===== config.mk =====
export PLATFORM = sky130hd
export DESIGN_NAME = nca_isqrt
export DESIGN_NICKNAME = d
export VERILOG_FILES = /design/src/sv/nca_pkg.sv /design/src/sv/nca_isqrt.sv
export SDC_FILE = /design/constraint.sdc
export NUM_CORES = 1
export LEC_CHECK = 0
export ABC_AREA = 0
export BUFFER_PORTS_ARGS = -buffer_cell sky130_fd_sc_hd__clkbuf_2
export CORE_MARGIN = 2
export CORE_UTILIZATION = 30
export DETAILED_ROUTE_END_ITERATION = 7
export PLACE_DENSITY = 0.52
export SLEW_MARGIN = 40
export SYNTH_ARGS = -nofsm -noshare
export SYNTH_HDL_FRONTEND = slang
export SYNTH_SLANG_ARGS = --single-unit

===== constraint.sdc =====
create_clock -name clk_i -period 7.6 [get_ports clk_i]
set_input_delay 0.76 -clock clk_i [delete_from_list [all_inputs] [get_ports clk_i]]
set_output_delay 0.76 -clock clk_i [all_outputs]
set_load 0.02 [all_outputs]

===== src/sv/nca_pkg.sv =====
`timescale 1ns / 1ps
`default_nettype none
// ----------------------------------------------------------------------------
// nca_pkg
// Shared widths, field layout and register codes of the nearest center
// assignment core.
// ----------------------------------------------------------------------------
package nca_pkg;

  localparam int COORD_BITS = 16;
  localparam int CI_W       = 6;
  localparam int DI_W       = 4;
  localparam int NC_W       = 7;
  localparam int ND_W       = 5;
  localparam int PI_W       = 16;
  localparam int BC_W       = 6;
  localparam int DIST_W     = 18;

  // squared distance over at most 31 coordinates
  localparam int SUM_W  = 2 * COORD_BITS + ND_W;
  localparam int ROOT_W = (SUM_W + 1) / 2;

  localparam int IN_FIELDS_W = CI_W + DI_W + COORD_BITS;
  localparam int IN_DATA_W   = ((IN_FIELDS_W + 7) / 8) * 8;
  localparam int OUT_FIELDS_W = PI_W + BC_W + DIST_W;
  localparam int OUT_DATA_W   = ((OUT_FIELDS_W + 7) / 8) * 8;

  localparam int CFG_IDX_W  = 2;
  localparam int CFG_DATA_W = 7;

  typedef enum logic [CFG_IDX_W-1:0] {
    CFG_NUM_CLUSTERS = 2'd0,
    CFG_NUM_DIMS     = 2'd1
  } cfg_reg_e;

  localparam logic FUNC_CENTER = 1'b0;
  localparam logic FUNC_POINT  = 1'b1;

endpackage
`default_nettype wire


===== src/sv/nca_isqrt.sv =====
`timescale 1ns / 1ps
`default_nettype none
// ----------------------------------------------------------------------------
// nca_isqrt
// Iterative floor square root, one result bit per cycle (two radicand bits).
// ----------------------------------------------------------------------------
module nca_isqrt (
  input  logic                        clk_i,
  input  logic                        rst_ni,
  input  logic                        start_i,
  input  logic [nca_pkg::SUM_W-1:0]   radicand_i,
  output logic                        done_o,
  output logic [nca_pkg::ROOT_W-1:0]  root_o
);
  import nca_pkg::*;

  localparam int TOP = ((SUM_W - 1) / 2) * 2;

  logic [SUM_W-1:0] x_q, res_q, bit_q;
  logic             busy_q, done_q;
  logic [SUM_W:0]   trial;
  logic             take;

  assign trial = {1'b0, res_q} + {1'b0, bit_q};
  assign take  = {1'b0, x_q} >= trial;

  always_ff @(posedge clk_i or negedge rst_ni) begin
    if (!rst_ni) begin
      busy_q <= 1'b0;
      done_q <= 1'b0;
    end else begin
      done_q <= 1'b0;
      if (start_i) begin
        busy_q <= 1'b1;
      end else if (busy_q && bit_q[0]) begin
        busy_q <= 1'b0;
        done_q <= 1'b1;
      end
    end
  end

  always_ff @(posedge clk_i) begin
    if (start_i) begin
      x_q   <= radicand_i;
      res_q <= '0;
      bit_q <= SUM_W'(1) << TOP;
    end else if (busy_q) begin
      if (take) begin
        x_q   <= x_q - trial[SUM_W-1:0];
        res_q <= (res_q >> 1) + bit_q;
      end else begin
        res_q <= res_q >> 1;
      end
      bit_q <= bit_q >> 2;
    end
  end

  assign done_o = done_q;
  assign root_o = res_q[ROOT_W-1:0];

  // remainder of a floor root never exceeds twice the root
  a_root_rem: assert property (@(posedge clk_i) disable iff (!rst_ni)
    done_q |-> ({1'b0, x_q} <= {res_q, 1'b0}))
    else $error("isqrt remainder too large");

  a_done_pulse: assert property (@(posedge clk_i) disable iff (!rst_ni)
    done_q |=> !done_q)
    else $error("isqrt done held");

  a_no_restart: assert property (@(posedge clk_i) disable iff (!rst_ni)
    start_i |-> !busy_q)
    else $error("isqrt started while busy");

endmodule
`default_nettype wire


==> results of run 1 <==
## sequential cells by signal, indices dropped and copies added (netlist names)
| signal | count |
|---|---|
| res_q | 37 |
| busy_q | 1 |
| done_o | 1 |
| x_q | 37 |
| bit_q | 19 |
## metal layers
metal / vias up / track usage / wire, um
li1: 3813 / - / -
met1: 3563 / 0.225 / 11600
met2: 166 / 0.273 / 10900
met3: 18 / 0.0250 / 989
met4: 0 / 0.0361 / 299
met5: - / 0 / 0
## worst max-delay path by stage
stage / to / startpoint / depth (start not counted)
floorplan: x_q[0] / res_q[2] / 22
global placement: x_q[7] / res_q[2] / 21
detailed placement: x_q[5] / res_q[2] / 21
CTS: x_q[22] / res_q[2] / 21
global route: x_q[23] / res_q[2] / 21
finish: x_q[25] / res_q[2] / 21
## logic make-up after synthesis
kind of cell | after synthesis
muxes | 29
AOI/OAI and AO/OA | 323
and+or+nand+nor | 326
DFF | 95
buffers and inverters | 98
adders and majority gates | 77
xor gates and xnor gates | 82
## per-stage QoR
step,hold slack [ns],power (mW),setup WS [ns]
global placement,0.502,2.84,1.47
CTS,0.159,3.34,1.37
floorplan,0.464,2.36,0.958
detailed placement,0.501,2.84,1.41
finish,0.170,3.34,1.33
global route,0.154,3.63,0.813
## cells in the final DEF, fill, tap and decap left out, types with 15 or more instances in the layout
master,count
clkbuf_2,58
dfxtp_1,56
a211oi_1,42
inv_1,26
a21oi_1,52
o21ai_0,74
nand2_1,110
mux2i_1,24
xor2_1,31
edfxtp_1,37
nand3_1,15
ha_1,76
nor2_1,98
nor3_1,24
a21o_1,22
xnor2_1,51
a31oi_1,35
## power by group through the flow
stage,registers [mW],logic [mW],clock network [mW]
after CTS,0.839,2.01,0.497
final,0.838,2.01,0.484
after detailed placement,0.849,1.99,0
after global placement,0.849,1.99,0
after floorplan,0.807,1.55,0
after global routing,0.855,2.26,0.517
## area by class of cell
class                      instances  area, um^2  area share
sequential                        95        2280       0.248
multi-input combinational        837        5660       0.616
clock inverter                     4        35.0     0.00381
tap                              378         473      0.0514
timing repair buffer              68         365      0.0397
inverter                          28         105      0.0114
clock buffer                      12         268      0.0291
## critical path, delay by kind of cell, from the launching register on
kind | cells | cell delay (ns)
AOI/OAI and AO/OA | 11 | 2.83
buffers and inverters | 4 | 1.05
adders and majority gates | 2 | 0.81
and+or+nand+nor | 3 | 0.69
DFF | 1 | 0.38
xor gates and xnor gates | 1 | 0.10
==> results.yml, run 1 <==
detailed_routing:
  wl_mm: 23.8
  drt-vias-per-instance: 5.32
  drc: 0
  via_count: 7560
  dr.pass1.iters: 4
  drt_iter0_markers: 506
  ant_nets: 0
  routedWlPerCell_um: 16.7
synthesis:
  netlist_instances: 1030
  synth_area_mm2: 0.00838
  muxShareOfSynthArea: 0.0354
  synth-edff-count: 37
  ys_top_cells_by_area: "dfxtp_1 13%, edfxtp_1 13%, ha_1 11%, xnor2_1 5.3%, nand2_1 4.9%"
  yosysTopAreaCell: "dfxtp_1"
  yosysWarningCount: 0
  synth_common_cells: "110 x nand2_1, 98 x nor2_1, 76 x ha_1, 75 x o21ai_0, 56 x dfxtp_1"
  yosys.area_share.simple: 0.181
  synth_top_area_share: 0.134
  yosysSeqAreaShare: 0.272
  synth-compound-area-share: 0.257
  syn_nets: 1147
  synth_xor_xnor_area_share: 0.0857
  synthAdderAreaFrac: 0.116
  synth_top_family_by_area: "compound AO/OA/AOI/OAI gates"
  synthArstFlopShare: 0.0211
  synth_cell_types: 76
  synthFlopType: "dfxtp_1"
  synth_area_per_cell_um2: 8.13
  synth_most_common_cell: "nand2_1"
  synth-seq-cells: 95
cts:
  cts_htree_levels: 3
  tritoncts: "yes"
  clkTransAtPathRegs_ns: 0.07
  worstSkewPairLatency_ns: 0.36
  root_buffer: "clkbuf_16"
  cts_sinks: 95
  post_cts_buffers: 0
  cts_buffer_depth: 2
  cts_resized: 0
  cts_buffers: 9
  holdBufCountCts: 0
finish:
  utilization: 0.333
  final_area_mm2: 0.00919
  fin_nets: 1156
  layout-drive-gt1-share: 0.106
  area_delta_synth_final_pct: 9.72
  n_fill_cell: 3021
  diodes: 0
  final_cells: 1422
power_and_ir_drop:
  seq_power_share: 0.251
  pwr-share-comb: 0.604
  internal_power_mw: 1.78
  power_density_mw_per_mm2: 363
  p_switching_mw: 1.56
  p_leak_nw: 3.62
  peakVddDrop_mv: 0.197
  p_clk_frac: 0.145
  switching_share: 0.467
status:
  status: "finished, final reports clean"
sta:
  fin_crit_sh: 0.825
  max_slew_margin: 0.511
  fmax_mhz: 160
  setup_violations: 0
  hold_violations: 0
  tns_ns: 0
  rsz0062_at_grt: "no"
  slew_viol_final: 0
  tightest_slew_ns: 0.734
  fin_crit_ns: 6.27
  fin_skew_ns: 0.00797
critical_path:
  r2r_slack_ns: 1.33
  path_common_cell: "buf_4"
  worstPathRequired_ns: 7.60
  arrival_ns: 6.26
  path_cells: "ha_1 -> a31oi_1 -> a221oi_1 -> a21boi_1 -> o21ai_1 -> a311oi_1 -> o31a_1 -> o21bai_1 -> xnor2_1 -> ha_1 -> nand4_1 -> nor3_1 -> inv_1 -> o21ai_0 -> a21oi_2 -> o41a_1 -> buf_4 -> or2_0 -> buf_4 -> o21ai_4 -> buf_4"
  rr_startpoint: "res_q[2]"
  cp_slowest_cell: "a221oi_1"
  reg2reg_to: "x_q[25]"
  slowest_delay_ns: 0.51
  r2r_cells: 21
  critPathKind: "reg -> reg"
  end_kind: "flop"
  start_kind: "flop"
  cp_max_fo: 37
floorplan:
  row_count: 61
  core_mm2: 0.0276
  io_pins: 60
  start_util: 0.303
  die_x_um: 171
  die_area_mm2: 0.0293
  fp.dieH_um: 171
placed_design:
  dp.cells: 1406
  gp_congestion: 0.846
  place_area_mm2: 0.00889
  dp_hpwl_mm: 17.6
  io_buffers: 59
global_routing:
  grt_first_pass_wirelength_mm: 38.3
  gr-total-overflow: 0
  grt_max_degree: 61
  track_usage: 0.164
  antenna_found_initial: 0
  grt_pass1_vias: 7217
hold_path:
  min_path_type: "in -> async"
job:
  cap_violations: 0
Note: power is estimated with default switching activity, not from simulation.
==> run 2: changes to the inputs <==
--- a/config.mk
+++ b/config.mk
@@ -5,12 +5,12 @@
 export SDC_FILE = /design/constraint.sdc
 export NUM_CORES = 1
 export LEC_CHECK = 0
-export ABC_AREA = 0
+export ABC_AREA = 1
 export BUFFER_PORTS_ARGS = -buffer_cell sky130_fd_sc_hd__clkbuf_2
 export CORE_MARGIN = 2
 export CORE_UTILIZATION = 30
 export DETAILED_ROUTE_END_ITERATION = 7
-export PLACE_DENSITY = 0.52
+export PLACE_DENSITY = 0.5
 export SLEW_MARGIN = 40
 export SYNTH_ARGS = -nofsm -noshare
 export SYNTH_HDL_FRONTEND = slang
==> constraint.sdc (replaced) <==
create_clock -name clk_i -period 6.1 [get_ports clk_i]
set_input_delay 0.61 -clock clk_i [delete_from_list [all_inputs] [get_ports clk_i]]
set_output_delay 0.61 -clock clk_i [all_outputs]
set_load 0.02 [all_outputs]
==> run 2 against run 1 <==
- global-route usage rose by 4.6 points
- sequential power grew 44%
- sequential share of layout area down 5.1 points
- synthesized cell count up 70%
- routed wire length grew 64%
- total power rose by 69%
- setup slack worse by 0.35 ns
- core utilization down 0.55 points
- register-to-register slack got worse by 0.35 ns
- critical path depth grew 1
- non-clock buffer count fell by 3
- largest cell class unchanged
==> results.yml, run 2 <==
status:
  status: "finished, final reports clean"
critical_path:
  critPathKind: "reg -> reg"
  r2r_cells: 22
  worstPathRequired_ns: 6.10
  arrival_ns: 5.12
  path_buf_inv: 1
  crit_family: "simple AND/OR/NAND/NOR gates"
  path_common_cell: "nand2_1"
  start_kind: "flop"
  cp_max_fo: 37
  cp_slowest_cell: "dfxtp_1"
  slowest_delay_ns: 0.60
  path_cells: "ha_1 -> nand2_1 -> nor2_1 -> nand2_1 -> nor4_1 -> a21oi_1 -> o21bai_1 -> xnor2_1 -> ha_1 -> nand2_1 -> nor2_1 -> nand2_2 -> nor2_2 -> nand2_1 -> nand2_1 -> nand2_1 -> nand2_2 -> nand2_8 -> o21ai_4 -> nand2_1 -> nand2_2 -> buf_4"
  end_kind: "flop"
  crit_cells: 22
power_and_ir_drop:
  peakVddDrop_mv: 0.218
  power_density_mw_per_mm2: 485
  p_leak_nw: 5.14
cts:
  tritoncts: "yes"
  cts_htree_levels: 3
  cts_buffer_depth: 2
  worstSkewPairLatency_ns: 0.37
  cts_sinks: 95
  cts_buffers: 9
  clkTransAtPathRegs_ns: 0.08
  root_buffer: "clkbuf_16"
  holdBufCountCts: 0
  cts_resized: 0
  post_cts_buffers: 0
synthesis:
  netlist_instances: 1749
  syn_nets: 1866
  synth_area_per_cell_um2: 6.14
  synth-edff-count: 37
  synthArstFlopShare: 0.0211
  synth_common_cells: "514 x nand2_1, 200 x inv_1, 185 x nor2_1, 151 x nand3_1, 106 x a21oi_1"
  ys_top_cells_by_area: "nand2_1 18%, dfxtp_1 10%, edfxtp_1 10%, ha_1 8.9%, nand3_1 7.0%"
  yosysSeqAreaShare: 0.213
  synth_top_area_share: 0.180
  synthFlopType: "dfxtp_1"
  synth_cell_types: 51
  synth-seq-cells: 95
  synth_area_mm2: 0.0107
  yosysWarningCount: 0
  yosysTopAreaCell: "nand2_1"
  synth_most_common_cell: "nand2_1"
finish:
  diodes: 0
  fin_nets: 1876
  final_common_cell: "nand2_1"
  layout_common_cells: "513 x nand2_1, 200 x inv_1, 185 x nor2_1"
  final_area_mm2: 0.0116
  top_regs: "res_q: 37 flops, x_q: 37 flops, bit_q: 19 flops"
  layout-drive-gt1-share: 0.0941
  area_delta_synth_final_pct: 7.89
global_routing:
  grt_max_degree: 56
  grt_pass1_vias: 10300
  grt_first_pass_wirelength_mm: 60.1
  gr-total-overflow: 0
  antenna_found_initial: 0
  track_usage: 0.211
sta:
  fin_crit_ns: 5.12
  rsz0062_at_grt: "no"
  max_slew_margin: 0.490
  tns_ns: 0
  fin_skew_ns: 0.0131
  fin_crit_sh: 0.839
  slew_viol_final: 0
  hold_violations: 0
  tightest_slew_ns: 0.762
  setup_violations: 0
  fmax_mhz: 195
job:
  cap_violations: 0
detailed_routing:
  routedWlPerCell_um: 17.5
  ant_nets: 0
  wl_mm: 38.9
  drc: 0
  drt-vias-per-instance: 5.04
  via_count: 11200
  dr.pass1.iters: 6
  drt_iter0_markers: 949
floorplan:
  start_util: 0.303
  row_count: 69
  io_pins: 60
  core_mm2: 0.0354
  die_area_mm2: 0.0373
  die_x_um: 193
  fp.dieH_um: 193
hold_path:
  min_path_type: "in -> async"
placed_design:
  dp_hpwl_mm: 31.5
  io_buffers: 59
  gp_congestion: 0.907
  place_area_mm2: 0.0113
## run 2: layout make-up
| cell class | count | area, um^2 |
|---|---|---|
| sequential | 95 | 2280 |
| fill | 4035 | 23800 |
| multi-input combinational | 1384 | 7300 |
| tap | 461 | 577 |
| inverter | 204 | 768 |
| clock inverter | 6 | 56.3 |
| timing repair buffer | 65 | 343 |
| clock buffer | 10 | 250 |
## run 2: cell families (layout without fill, tap and decap cells)
kind of cell / count (synthesis) / in the layout / synth area share
xor+xnor: 68 / 68 / 0.0555
flops: 95 / 95 / 0.213
buf+inv: 270 / 285 / 0.107
compound gates: 264 / 264 / 0.138
fa+ha+maj: 77 / 77 / 0.0904
simple gates: 975 / 975 / 0.396
## run 2: final timing paths
| check | slack (ns) | startpoint | end |
|---|---|---|---|
| hold reg to reg | 0.51 | bit_q[0] | done_o |
| hold / removal | 0.01 | rst_ni | busy_q |
| setup reg to reg | 0.98 | res_q[14] | x_q[2] |
| setup / recovery | 0.98 | res_q[14] | x_q[2] |
| min in group clk_i | 0.51 | radicand_i[8] | x_q[8] |
| max in group asynchronous | 5.98 | rst_ni | busy_q |
## run 2: routing by layer
layer / track usage / up-vias / share of wire / wire length (um)
li1: - / 5720 / - / -
met2: 0.330 / 284 / 0.44 / 17000
met4: 0.0455 / 0 / 0.013 / 522
met5: 0 / - / 0 / 0
met3: 0.0154 / 27 / 0.046 / 1790
met1: 0.315 / 5177 / 0.50 / 19600
## run 2: power by group
group	switching (mW)	leakage, nW	internal, mW
logic	2.51	4.13	1.29
clock network	0.299	0.154	0.313
registers	0.245	0.860	0.962
## run 2: metrics by stage
step | power, mW | utilization | setup slack, ns | instances | hold slack (ns)
final | 5.62 | 0.327 | 0.985 | 2225 | 0.0136
after global routing | 6.16 | 0.327 | 0.509 | 2225 | 0.0164
after CTS | 5.63 | 0.327 | 0.941 | 2225 | 0.00482
after detailed placement | 4.99 | 0.319 | 0.976 | 2209 | 0.397
after global placement | 4.98 | 0.318 | 0.926 | 2209 | 0.398
after floorplan | 4.10 | - | 1.63 | 1749 | 0.314
==> run 3: changes to the inputs <==
--- a/config.mk
+++ b/config.mk
@@ -5,7 +5,7 @@
 export SDC_FILE = /design/constraint.sdc
 export NUM_CORES = 1
 export LEC_CHECK = 0
-export ABC_AREA = 1
+export ABC_AREA = 0
 export BUFFER_PORTS_ARGS = -buffer_cell sky130_fd_sc_hd__clkbuf_2
 export CORE_MARGIN = 2
 export CORE_UTILIZATION = 30
==> constraint.sdc (replaced) <==
create_clock -name clk_i -period 4.75 [get_ports clk_i]
set_input_delay 0.475 -clock clk_i [delete_from_list [all_inputs] [get_ports clk_i]]
set_output_delay 0.475 -clock clk_i [all_outputs]
set_load 0.02 [all_outputs]
==> run 3 against run 2 <==
- non-clock buffer count increased by 88
- critical path depth increased by 1
- first-iteration DRC count decreased by 35%
- critical endpoint is now x_q[34]
==> results.yml, run 3 (synthesis results as in run 1) <==
critical_path:
  end_kind: "flop"
  cp_slowest_cell: "dfxtp_2"
  r2r_cells: 23
  arrival_ns: 4.75
  slowest_delay_ns: 0.34
  critPathKind: "reg -> reg"
  path_cells: "ha_4 -> ha_4 -> a211oi_4 -> o31ai_2 -> a21bo_2 -> a31o_4 -> a31oi_4 -> o31ai_4 -> a21oi_2 -> nor2b_1 -> xnor2_1 -> ha_1 -> nand4_1 -> nor2_1 -> nand4_1 -> o31ai_2 -> a21oi_1 -> o41a_1 -> or2_4 -> buf_4 -> o21ai_4 -> buf_12 -> clkbuf_16"
  start_kind: "flop"
  worstPathRequired_ns: 4.82
  cp_max_fo: 6
placed_design:
  place_area_mm2: 0.00962
  dp_hpwl_mm: 18.5
  io_buffers: 59
  gp_congestion: 0.884
  pre_cts_ws_ns: -0.0580
detailed_routing:
  drc: 0
  drt-vias-per-instance: 5.23
  dr.pass1.iters: 5
  wl_mm: 25.4
  via_count: 7875
  routedWlPerCell_um: 16.9
  ant_nets: 0
  drt_iter0_markers: 613
global_routing:
  gr-total-overflow: 0
  use_met1: 0.257
  grt_first_pass_wirelength_mm: 39.9
  grt_max_degree: 89
  gr-usage-met3: 0.0211
  grt_pass1_vias: 7440
  busiest_layer: "met1"
  antenna_found_initial: 0
  met2_usage: 0.257
  track_usage: 0.171
sta:
  fin_skew_ns: 0.0122
  rsz0062_at_grt: "yes"
  fmax_mhz: 213
  whs_ns: 0.400
  setup_violations: 0
  slew_viol_final: 0
  max_slew_margin: 0.435
  hold_violations: 0
  tns_ns: 0
  tightest_slew_ns: 0.843
  layout_setup_ws_ns: 0.0640
  fin_crit_sh: 0.987
  fin_crit_ns: 4.69
finish:
  area_delta_synth_final_pct: 22.9
  diodes: 0
  fin_nets: 1241
  top_regs: "res_q: 37 flops, x_q: 37 flops, bit_q: 19 flops"
  layout-drive-gt1-share: 0.211
  final_area_mm2: 0.0103
  final_common_cell: "nand2_1"
  layout_common_cells: "108 x nand2_1, 98 x nor2_1, 79 x buf_4"
  utilization: 0.373
hold_path:
  worstHoldPathCells: 3
  min_path_type: "in -> reg"
cts:
  cts_htree_levels: 3
  worstSkewPairLatency_ns: 0.36
  cts_buffers: 9
  clkTransAtPathRegs_ns: 0.08
  cts_buffer_depth: 2
  tritoncts: "yes"
  cts_sinks: 95
  root_buffer: "clkbuf_16"
floorplan:
  fp.dieH_um: 171
  start_util: 0.303
  core_mm2: 0.0276
  row_count: 61
  die_area_mm2: 0.0293
  io_pins: 60
  die_x_um: 171
power_and_ir_drop:
  p_leak_nw: 4.17
  power_density_mw_per_mm2: 618
  peakVddDrop_mv: 0.193
job:
  cap_violations: 0
status:
  status: "finished, final reports clean"
[run 3: cell types whose count changed in the layout (fill, tap and decap cells not counted), moves of 20 or more]
cell / change
nand2_1: -405
inv_1: -174
nand3_1: -136
nor2_1: -87
buf_4: +72
a21oi_1: -58
a211oi_1: +33
mux2i_1: +24
nand2_2: -24
o21ai_0: -23
xnor2_1: +22
a21o_1: +20
a31oi_1: +20
[run 3: final timing paths]
kind,slack (ns),startpoint,to
worst max register to register,0.06,res_q[0],x_q[34]
min in group asynchronous,0.42,rst_ni,busy_q
max in group asynchronous,4.22,rst_ni,busy_q
worst max-delay path,0.06,res_q[0],x_q[34]
worst min-delay path,0.40,radicand_i[0],x_q[0]
worst min register to register,0.51,res_q[0],res_q[0]
[run 3: layer usage]
| layer | vias up | routed length [um] |
|---|---|---|
| met2 | 152 | 10900 |
| met1 | 3713 | 13400 |
| met5 | - | 0 |
| met4 | 0 | 347 |
| li1 | 3988 | - |
| met3 | 22 | 847 |
[run 3: metrics by stage]
step / power, mW / std cells
after global routing: 6.86 / 1507
after CTS: 5.81 / 1493
after global placement: 5.02 / 1476
final: 6.36 / 1507
after detailed placement: 4.98 / 1476
after floorplan: 3.85 / 1030
[run 3: final cells by class]
cell class                 instances  area, um^2
clock buffer                      12         268
clock inverter                     4        33.8
fill                            2898       17300
inverter                          28         105
multi-input combinational        837        5950
sequential                        95        2290
tap                              378         473
timing repair buffer             153        1170
[run 3: power by group]
part / internal (mW) / total [mW] / switching, mW / leakage, nW
logic: 1.98 / 4.29 / 2.31 / 3.16
registers: 1.18 / 1.32 / 0.136 / 0.860
clock network: 0.407 / 0.757 / 0.350 / 0.145
total: 3.57 / 6.36 / 2.79 / 4.17
[run 3: repair_timing]
item / CTS / global route
pin swaps: 0 / 31
cloned: 0 / 7
hold endpoints to repair: 2 / 0
hold buffers: 1 / 0
setup endpoints to repair: 34 / 78
buffers inserted: 0 / 7
resized for setup: 7 / 30
[run 3: worst max-delay path: cells and delay by family, from the launching register on]
kind            cells  cell delay (ns)
compound gates     11             2.01
xor+xnor            1             0.17
fa+ha+maj           3             0.68
buf+inv             3             0.47
flops               1             0.34
simple gates        5             0.69
